## config.mk

```make
export PLATFORM = sky130hd
export DESIGN_NAME = sorted_list_pool_engine_top_flat
export DESIGN_NICKNAME = d
export VERILOG_FILES = /design/src/rtl/slpe_pkg.sv /design/src/rtl/slpe_req_if.sv /design/src/rtl/slpe_rsp_if.sv /design/src/rtl/sorted_list_pool_engine_top.sv /design/src/flat_wrapper.sv
export SDC_FILE = /design/constraint.sdc
export NUM_CORES = 2
export LEC_CHECK = 0
export ABC_AREA = 1
export BUFFER_PORTS_ARGS = -buffer_cell sky130_fd_sc_hd__buf_2
export CAP_MARGIN = 20
export CORE_MARGIN = 3
export CORE_UTILIZATION = 50
export DETAILED_ROUTE_END_ITERATION = 16
export GPL_ROUTABILITY_DRIVEN = 0
export MAX_ROUTING_LAYER = met4
export PLACE_DENSITY = 0.65
export RECOVER_POWER = 100
export SYNTH_ARGS = -nofsm -noshare
export SYNTH_HDL_FRONTEND = slang
export SYNTH_SLANG_ARGS = --single-unit
```

## constraint.sdc

```tcl
create_clock -name clk -period 5.4 [get_ports clk]
set_input_delay 0.27 -clock clk [delete_from_list [all_inputs] [get_ports clk]]
set_output_delay 0.27 -clock clk [all_outputs]
set_load 0.03 [all_outputs]
```

## src/rtl/slpe_pkg.sv

```systemverilog
// ----------------------------------------------------------------------------
// slpe_pkg
// Shared types and constants of the sorted list pool engine.
// ----------------------------------------------------------------------------
`default_nettype none

package slpe_pkg;

    localparam int SLPE_POOL_SIZE = 32;
    localparam int VALUE_W        = 32;
    localparam int STATUS_W       = 2;
    localparam int SLOT_W         = 5;

    typedef enum logic {
        OP_INSERT = 1'b0,
        OP_DELETE = 1'b1
    } op_t;

    typedef enum logic [STATUS_W-1:0] {
        ST_DONE    = 2'd0,
        ST_FULL    = 2'd1,
        ST_MISSING = 2'd2
    } status_t;

endpackage

`default_nettype wire

```

## src/rtl/slpe_req_if.sv

```systemverilog
// ----------------------------------------------------------------------------
// slpe_req_if
// Request channel: operation and value, valid/ready handshake.
// ----------------------------------------------------------------------------
`default_nettype none

interface slpe_req_if
    import slpe_pkg::*;
();
    logic               valid;
    logic               ready;
    logic               operation;
    logic [VALUE_W-1:0] value;

    modport source (output valid, output operation, output value, input ready);
    modport sink   (input valid, input operation, input value, output ready);
endinterface

`default_nettype wire

```

## src/rtl/slpe_rsp_if.sv

```systemverilog
// ----------------------------------------------------------------------------
// slpe_rsp_if
// Response channel: status and slot, valid/ready handshake.
// ----------------------------------------------------------------------------
`default_nettype none

interface slpe_rsp_if
    import slpe_pkg::*;
();
    logic                valid;
    logic                ready;
    logic [STATUS_W-1:0] status;
    logic [SLOT_W-1:0]   slot;

    modport source (output valid, output status, output slot, input ready);
    modport sink   (input valid, input status, input slot, output ready);
endinterface

`default_nettype wire

```

## src/rtl/sorted_list_pool_engine_top.sv

```systemverilog
// Insert: the list walk and the lowest free slot scan run side by side; delete walks until
//   the matching node, which it unlinks, or the end of the list.
// Throughput: one request at a time; the linked walk issues one node read per cycle through a
//   single memory read port, and an insert scans the free map one slot per cycle alongside it.
// Reset: every slot free, list empty, ready right after reset; no memory clearing pass.
// ----------------------------------------------------------------------------
// sorted_list_pool_engine_top
// Ascending sorted singly linked list kept in a pool of node slots.
// ----------------------------------------------------------------------------
`default_nettype none

module sorted_list_pool_engine_top
    import slpe_pkg::*;
#(
    parameter int POOL_SIZE = SLPE_POOL_SIZE
) (
    input  wire        clk,
    input  wire        rst_n,
    slpe_req_if.sink   req,
    slpe_rsp_if.source rsp
);

    localparam int AW = (POOL_SIZE > 1) ? $clog2(POOL_SIZE) : 1;
    localparam int NW = $clog2(POOL_SIZE + 1);
    localparam logic [NW-1:0] NIL       = NW'(POOL_SIZE);
    localparam logic [AW-1:0] LAST_SLOT = AW'(POOL_SIZE - 1);

    typedef enum logic [2:0] {
        S_IDLE,
        S_WALK,
        S_FILL,
        S_LINK,
        S_RESP
    } state_t;

    state_t                 state_reg;
    op_t                    op_reg;
    logic [VALUE_W-1:0]     value_reg;
    logic [NW-1:0]          head_reg;
    logic [NW-1:0]          cur_reg;
    logic [NW-1:0]          prev_reg;
    logic [NW-1:0]          steps_reg;
    logic [NW-1:0]          target_reg;
    logic                   walk_busy_reg;
    logic                   scan_busy_reg;
    logic [AW-1:0]          scan_idx_reg;
    logic                   hit_reg;
    logic [AW-1:0]          slot_reg;
    status_t                status_reg;
    logic [POOL_SIZE-1:0]   free_reg;

    logic                   rsp_valid_reg;
    logic [STATUS_W-1:0]    rsp_status_reg;
    logic [SLOT_W-1:0]      rsp_slot_reg;

    // node storage
    logic [VALUE_W-1:0]     node_mem [POOL_SIZE];
    logic [NW-1:0]          link_mem [POOL_SIZE];
    logic [VALUE_W-1:0]     node_q_reg;
    logic [NW-1:0]          link_q_reg;

    logic [NW-1:0]          link_next;
    logic                   cur_live;
    logic [AW-1:0]          rd_addr;
    logic                   node_we;
    logic                   link_we;
    logic [AW-1:0]          link_waddr;
    logic [NW-1:0]          link_wdata;
    logic [AW+SLOT_W-1:0]   slot_ext;

    assign link_next = (link_q_reg >= NIL) ? NIL : link_q_reg;
    assign cur_live  = (cur_reg != NIL) && (steps_reg != NIL);
    assign rd_addr   = (state_reg == S_IDLE) ? head_reg[AW-1:0] : link_next[AW-1:0];

    assign node_we    = (state_reg == S_FILL);
    assign link_we    = (state_reg == S_FILL) || ((state_reg == S_LINK) && (prev_reg != NIL));
    assign link_waddr = (state_reg == S_FILL) ? slot_reg : prev_reg[AW-1:0];
    assign link_wdata = (state_reg == S_FILL) ? cur_reg : target_reg;

    // slot field is the slot index masked to its port width
    assign slot_ext = {{SLOT_W{1'b0}}, slot_reg};

    always_ff @(posedge clk)
    begin
        if (node_we)
        begin
            node_mem[slot_reg] <= value_reg;
        end
        node_q_reg <= node_mem[rd_addr];
    end

    always_ff @(posedge clk)
    begin
        if (link_we)
        begin
            link_mem[link_waddr] <= link_wdata;
        end
        link_q_reg <= link_mem[rd_addr];
    end

    always_ff @(posedge clk or negedge rst_n)
    begin
        if (!rst_n)
        begin
            state_reg      <= S_IDLE;
            op_reg         <= OP_INSERT;
            value_reg      <= '0;
            head_reg       <= NIL;
            cur_reg        <= NIL;
            prev_reg       <= NIL;
            steps_reg      <= '0;
            target_reg     <= NIL;
            walk_busy_reg  <= 1'b0;
            scan_busy_reg  <= 1'b0;
            scan_idx_reg   <= '0;
            hit_reg        <= 1'b0;
            slot_reg       <= '0;
            status_reg     <= ST_DONE;
            free_reg       <= '1;
            rsp_valid_reg  <= 1'b0;
            rsp_status_reg <= ST_DONE;
            rsp_slot_reg   <= '0;
        end
        else
        begin
            if (rsp_valid_reg && rsp.ready && (state_reg != S_RESP))
            begin
                rsp_valid_reg <= 1'b0;
            end

            unique case (state_reg)
                S_IDLE:
                begin
                    if (req.valid)
                    begin
                        op_reg        <= op_t'(req.operation);
                        value_reg     <= req.value;
                        cur_reg       <= head_reg;
                        prev_reg      <= NIL;
                        steps_reg     <= '0;
                        walk_busy_reg <= 1'b1;
                        scan_busy_reg <= (op_t'(req.operation) == OP_INSERT);
                        scan_idx_reg  <= '0;
                        hit_reg       <= 1'b0;
                        state_reg     <= S_WALK;
                    end
                end

                S_WALK:
                begin
                    // list walk: node data for cur_reg sits in the read registers
                    if (walk_busy_reg)
                    begin
                        if (!cur_live)
                        begin
                            walk_busy_reg <= 1'b0;
                        end
                        else if (op_reg == OP_INSERT)
                        begin
                            if (node_q_reg <= value_reg)
                            begin
                                prev_reg  <= cur_reg;
                                cur_reg   <= link_next;
                                steps_reg <= steps_reg + 1'b1;
                            end
                            else
                            begin
                                walk_busy_reg <= 1'b0;
                            end
                        end
                        else if (node_q_reg == value_reg)
                        begin
                            hit_reg       <= 1'b1;
                            slot_reg      <= cur_reg[AW-1:0];
                            target_reg    <= link_next;
                            walk_busy_reg <= 1'b0;
                        end
                        else
                        begin
                            prev_reg  <= cur_reg;
                            cur_reg   <= link_next;
                            steps_reg <= steps_reg + 1'b1;
                        end
                    end

                    // lowest free slot search, runs beside the walk on inserts
                    if (scan_busy_reg)
                    begin
                        if (free_reg[scan_idx_reg])
                        begin
                            hit_reg       <= 1'b1;
                            slot_reg      <= scan_idx_reg;
                            scan_busy_reg <= 1'b0;
                        end
                        else if (scan_idx_reg == LAST_SLOT)
                        begin
                            scan_busy_reg <= 1'b0;
                        end
                        else
                        begin
                            scan_idx_reg <= scan_idx_reg + 1'b1;
                        end
                    end

                    if (!walk_busy_reg && !scan_busy_reg)
                    begin
                        if (hit_reg)
                        begin
                            state_reg <= (op_reg == OP_INSERT) ? S_FILL : S_LINK;
                        end
                        else
                        begin
                            status_reg <= (op_reg == OP_INSERT) ? ST_FULL : ST_MISSING;
                            state_reg  <= S_RESP;
                        end
                    end
                end

                S_FILL:
                begin
                    // new node and its link written this cycle; its predecessor is pointed to it in S_LINK
                    target_reg <= NW'(slot_reg);
                    state_reg  <= S_LINK;
                end

                S_LINK:
                begin
                    if (prev_reg == NIL)
                    begin
                        head_reg <= target_reg;
                    end
                    free_reg[slot_reg] <= (op_reg == OP_DELETE);
                    status_reg         <= ST_DONE;
                    state_reg          <= S_RESP;
                end

                S_RESP:
                begin
                    if (!rsp_valid_reg || rsp.ready)
                    begin
                        rsp_valid_reg  <= 1'b1;
                        rsp_status_reg <= status_reg;
                        rsp_slot_reg   <= (status_reg == ST_DONE) ? slot_ext[SLOT_W-1:0] : '0;
                        state_reg      <= S_IDLE;
                    end
                end

                default:
                begin
                    state_reg <= S_IDLE;
                end
            endcase
        end
    end

    assign req.ready  = (state_reg == S_IDLE);
    assign rsp.valid  = rsp_valid_reg;
    assign rsp.status = rsp_status_reg;
    assign rsp.slot   = rsp_slot_reg;

endmodule

`default_nettype wire

```

## src/flat_wrapper.sv

```systemverilog
// flat-port wrapper written by rule: the top's interface ports become plain ports
module sorted_list_pool_engine_top_flat import slpe_pkg::*;
#(
    parameter int POOL_SIZE = SLPE_POOL_SIZE
)
  (clk, rst_n, req_valid, req_operation, req_value, req_ready, rsp_valid, rsp_status, rsp_slot, rsp_ready);
  slpe_req_if req_i ();
  slpe_rsp_if rsp_i ();
  input  wire clk;
  input  wire rst_n;
  input wire logic [$bits(req_i.valid)-1:0] req_valid;
  input wire logic [$bits(req_i.operation)-1:0] req_operation;
  input wire logic [$bits(req_i.value)-1:0] req_value;
  output wire logic [$bits(req_i.ready)-1:0] req_ready;
  output wire logic [$bits(rsp_i.valid)-1:0] rsp_valid;
  output wire logic [$bits(rsp_i.status)-1:0] rsp_status;
  output wire logic [$bits(rsp_i.slot)-1:0] rsp_slot;
  input wire logic [$bits(rsp_i.ready)-1:0] rsp_ready;
  assign req_i.valid = req_valid;
  assign req_i.operation = req_operation;
  assign req_i.value = req_value;
  assign req_ready = req_i.ready;
  assign rsp_valid = rsp_i.valid;
  assign rsp_status = rsp_i.status;
  assign rsp_slot = rsp_i.slot;
  assign rsp_i.ready = rsp_ready;
  sorted_list_pool_engine_top #(.POOL_SIZE(POOL_SIZE)) u_core (.clk(clk), .rst_n(rst_n), .req(req_i), .rsp(rsp_i));
endmodule
```

### Word-level counts from Yosys, hierarchy flattened

Memories as Yosys holds them, arrays and structs flattened. A register that Yosys moved wholly into a read port is not among the register bits.
Cells that the tools add are included.

* flip-flop bits (word level): 121
* memory bits (writable): 1216
* input port bits: 37
* output and inout port bits: 9
* logic and storage cells: 161
* memories kept: 2

Memories
* u_core.node_mem: depth 32, width 32, read ports 1, clocked after Yosys merged registers in 1, write ports 1, RTL line sorted_list_pool_engine_top.sv:57 `logic [VALUE_W-1:0] node_mem [POOL_SIZE];`
* u_core.link_mem: depth 32, width 6, read ports 1, clocked after Yosys merged registers in 1, write ports 1, RTL line sorted_list_pool_engine_top.sv:58 `logic [NW-1:0] link_mem [POOL_SIZE];`

* add/sub/neg operators: 2
* order comparisons: 5
* equality and inequality tests: 24
* muxes and demuxes: 84
* bitwise gates (word level): 1
* reduce and logical (&&, ||, !) cells: 25

Operators with widths (number)
* 2-to-1 mux 6 bit: 24
* 2-to-1 mux 5 bit: 13
* case mux 6 bit (2 select lines): 4
* bitwise mux 32 bit: 1
* equality test 32 bit: 1
* <= comparator 32 bit: 1
* 2-to-1 mux 1 bit: 27
* != test 6 bit (second input constant): 3
* case mux 3 bit (5 select lines): 1
* != test 2 x 1 -> 1 bit (second input constant): 7
* < comparator 5 x 6 -> 1 bit (second input constant): 2
* 2-to-1 mux 3 bit: 4
* case mux 5 bit (2 select lines): 1
* AND reduction 5 bit: 2
* != test 2 bit (second input constant): 4
* AND reduction 2 bit: 4
* adder 6 x 1 -> 6 bit (second input constant): 1
* equality test 3 x 2 -> 1 bit (second input constant): 2
* equality test 6 bit (second input constant): 1
* >= comparator 6 bit (second input constant): 1
* logical AND 1 bit: 6
* 2-to-1 mux 2 bit: 3
* != test 3 bit (second input constant): 2
* case mux 1 bit (2 select lines): 3
* 17 further kinds: 23

### Logic depth before layout (Yosys ltp)

* depth in word-level cells: 8
* gate-level depth with buffers: 20
* gate-level depth less buffers: 19

### Least setup slack after synthesis

No wires, ideal clock.

* path kind: reg2reg
* start point: register u_core.state_reg[2]
* end point: memory u_core.node_mem[28][0], enable pin
* setup time: 0.461 ns
* arrival time: 3.546 ns
* data required time: 4.939 ns
* setup slack: 1.393 ns
* stages on the path, launching flop included: 8
* path buffers: 2
* clock period less this slack: 4.007 ns
* path through: dfrtp_1 inv_1 nand2_1 nor2_1 clkbuf_1 inv_2 buf_1 nor3_1

* cells in the longest elaborated chain, start to end: 3

Ends and longest elaborated chain
* start: declaration: RTL line sorted_list_pool_engine_top.sv:36 `state_t state_reg;`
* start signal: assignment: RTL line sorted_list_pool_engine_top.sv:209 `state_reg <= (op_reg == OP_INSERT) ? S_FILL : S_LINK;`
* equality test 3 x 2 -> 1 bit: RTL line sorted_list_pool_engine_top.sv:75 `assign node_we = (state_reg == S_FILL);`
* 2-to-1 mux 1 bit: RTL line sorted_list_pool_engine_top.sv:85 `if (node_we)`
* 2-to-1 mux 1 bit (not written as such): RTL line sorted_list_pool_engine_top.sv:87 `node_mem[slot_reg] <= value_reg;`
* end: declaration: RTL line sorted_list_pool_engine_top.sv:57

Every way passes these cells.

### Final worst setup path

* start point: register u_core.slot_reg[0]
* end point: memory u_core.node_mem[1][13], enable pin

RTL lines
* start: declaration: RTL line sorted_list_pool_engine_top.sv:48 `logic [AW-1:0] slot_reg;`
* start signal: assignment: RTL line sorted_list_pool_engine_top.sv:174 `slot_reg <= cur_reg[AW-1:0];`
* start signal: assignment: RTL line sorted_list_pool_engine_top.sv:192 `slot_reg <= scan_idx_reg;`

Straight into the memory's write port.

==> flow_metrics.env <==
export IMPL_synth_edf_count=1216
export IMPL_cts_buffers=141
export IMPL_synth_flop_cell="edfxtp_1"
export IMPL_core_area_um2=112000
export IMPL_arrival_ns=4.96
export IMPL_port_buffers=45
export IMPL_grt_pass1_vias=36200
export IMPL_avgSynthCellArea_um2=11.4
export IMPL_root_buffer="clkbuf_16"
export IMPL_hpwl_um=76200
export IMPL_cp_start_kind="register"
export IMPL_hold_class="in -> async"
export IMPL_wl_per_cell_um=23.3
export IMPL_reg_largest_list="u_core.node_mem: 1024 flops, u_core.link_mem: 192 flops"
export IMPL_synth_seq_area_share=0.712
export IMPL_first_pass_iters=6
export IMPL_drt_wl_total_um=154000
export IMPL_pin_count=46
export IMPL_cts_tree="built"
export IMPL_nets=5066
export IMPL_crit_type="reg -> reg"
export IMPL_vias=38500
export IMPL_reg2reg_slack_ns=0.78
export IMPL_largest_register_ffs=1024
export IMPL_drtIter0Drc=5078
export IMPL_yosys_cell_count_top_type="nand2_1"
export IMPL_drive_gt1_frac=0.0734
export IMPL_outcome="complete, but fails checks"
export IMPL_synthArstFlopShare=0.0880
export IMPL_vdd_drop_max_mv=0.665
export IMPL_crit_path_start="u_core.slot_reg[0]$_DFFE_PN0P_"
export IMPL_grt_max_degree=193
export IMPL_fp_dieW_um=343
export IMPL_clk_path_buf_depth=3
export IMPL_fin_crit_ns=4.62
export IMPL_setup_violations=0
export IMPL_largest_register="u_core.node_mem"
export IMPL_timing_fmax_mhz=216
export IMPL_h_tree_depth=4
export IMPL_grt_pass1_wl_um=229000
export IMPL_yosysUniqueCellTypes=34
export IMPL_cts_sinks=1375
export IMPL_synth_nets=5046
export IMPL_synth_top_area_frac=0.644
export IMPL_rr_endpoint="u_core.node_mem[1][13]$_DFFE_PP_"
export IMPL_ant_nets=0
export IMPL_timing_rr_start="u_core.slot_reg[0]$_DFFE_PN0P_"
export IMPL_ys_ff_latch=1375
export IMPL_cts_setup_buffers=0
export IMPL_via_per_inst=5.83
export IMPL_finClkSkew_ns=0.0263
export IMPL_reg2reg_depth=5
export IMPL_ys_warnings_count=0
export IMPL_clk_pin_slew_worst_paths_ns=0.06
export IMPL_leakage_uw=0.0233
export IMPL_globalRouteOverflowTotal=0
export IMPL_syn_inst=4973
export IMPL_fin_util=0.566
export IMPL_end_kind="register"
export IMPL_initial_utilization=0.508
export IMPL_synthTopCellsByArea="edfxtp_1, nand2_1, o211ai_1, dfrtp_1, o21ai_0"
export IMPL_cap_violations=33
export IMPL_setup_tns_ns=0
export IMPL_worst_path_max_fanout=28
export IMPL_synth_area_um2=56700
export IMPL_die_y_um=343
export IMPL_num_rows=122
export IMPL_violations="capacitance limit, slew limit"
export IMPL_rsz0062_at_grt="no"
export IMPL_synth_area_leader_cell="edfxtp_1"
export IMPL_syn_to_final_growth_pct=11.4
export IMPL_hold_viol=0
export IMPL_relSlewSlack=-1.01
export IMPL_ys_top_cells_by_count="nand2_1, edfxtp_1, nor2_1, o21ai_0, o211ai_1"
export IMPL_p_per_area_nw_per_um2=583
export IMPL_post_cts_resize_count=0
export IMPL_fin_crit_sh=0.856
export IMPL_dieArea_um2=117000
export IMPL_clkLatencyLatePin_ns=0.75
export IMPL_worst_pin_slew_ns=3.01
export IMPL_hold_buffers=36
export IMPL_grt_usage=0.269
export IMPL_antenna_found_initial=1
export IMPL_crit_end="u_core.node_mem[1][13]$_DFFE_PP_"
export IMPL_drc=0
export IMPL_maxSlewViolCount=878
export IMPL_crit_required_ns=5.73
[power by group]
group	total (µW)	internal (µW)	switching, µW
sequential	14700	13400	1290
clock	9660	5560	4100
combinational	12500	3490	8970
[layer usage]
layer | global-route usage | vias up | share of wire
li1 | - | 17400 | -
met1 | 0.396 | 18900 | 0.43
met2 | 0.391 | 1886 | 0.44
met3 | 0.0399 | 283 | 0.095
met4 | 0.0789 | 0 | 0.027
met5 | - | - | 0
[worst min path at each step]
stage	endpoint	slack [ns]	cells past startpoint
after global routing	u_core.rsp.status[0]$_DFFE_PN0P_	0.22	2
after CTS	u_core.rsp.status[0]$_DFFE_PN0P_	0.18	2
after floorplan	u_core.cur_reg[0]$_DFFE_PN0P_	-0.03	0
after global placement	u_core.value_reg[29]$_DFFE_PN0P_	0.42	1
after detailed placement	u_core.scan_idx_reg[1]$_DFFE_PN0P_	0.42	1
final	u_core.rsp.status[0]$_DFFE_PN0P_	0.20	2
[cell usage in the layout, fill, tap and decap left out, types with 4 or more instances in the layout]
cell	count
clkbuf_2	23
o211ai_1	307
inv_1	117
o21ai_0	315
a31oi_1	8
buf_2	35
ha_1	36
xor2_1	4
clkinv_2	26
inv_6	8
inv_2	4
o21ai_1	100
dfxtp_1	38
a21oi_1	29
nor2_1	417
clkinv_1	19
clkbuf_16	144
nand4_1	6
buf_12	12
clkbuf_1	63
o21ai_4	5
clkbuf_8	17
bufinv_16	8
nand3_1	244
edfxtp_1	1216
nand2_1	1663
dlygate4sd3_1	36
nor3_1	26
dfrtp_1	85
dfstp_2	36
buf_4	32
[cell families after synthesis]
kind of cell,share of synthesized area
xor gates and xnor gates,0.000773
muxes,0.000596
AOI/OAI and AO/OA,0.0826
DFF,0.712
adders and majority gates,0.00795
and+or+nand+nor,0.163
buffers and inverters,0.0328
[per-stage QoR]
step / instance area, µm² / hold slack (ns) / worst slack [ns] / instances / power [µW]
6_report: 63100 / 0.198 / 0.776 / 6601 / 36800
5_1_grt: 63100 / 0.221 / 0.624 / 6601 / 38900
4_1_cts: 63500 / 0.181 / 1.60 / 6597 / 36900
3_5_place_dp: 58500 / 0.421 / 1.62 / 6299 / 27300
3_3_place_gp: 58500 / 0.418 / 1.65 / 6298 / 27000
2_1_floorplan: 56700 / -0.0256 / 1.39 / 4973 / 23200
[cell type report]
| class | instances | area, µm² |
|---|---|---|
| Fill cell | 9014 | 48500 |
| Sequential cell | 1375 | 40300 |
| Multi-Input combinational cell | 3177 | 14500 |
| Clock buffer | 196 | 3970 |
| Tap cell | 1488 | 1860 |
| Timing Repair Buffer | 170 | 1310 |
| Clock inverter | 66 | 624 |
| Inverter | 128 | 503 |
| Antenna cell | 1 | 2.50 |
[critical path, stage by stage, from the launching register on]
cell	delay [ns]
dfrtp_1	0.54
inv_1	0.10
nor2_1	0.78
inv_1	0.35
nor3_1	1.14
clkbuf_2	1.27
No activity file was read; power rests on OpenSTA's default activity.
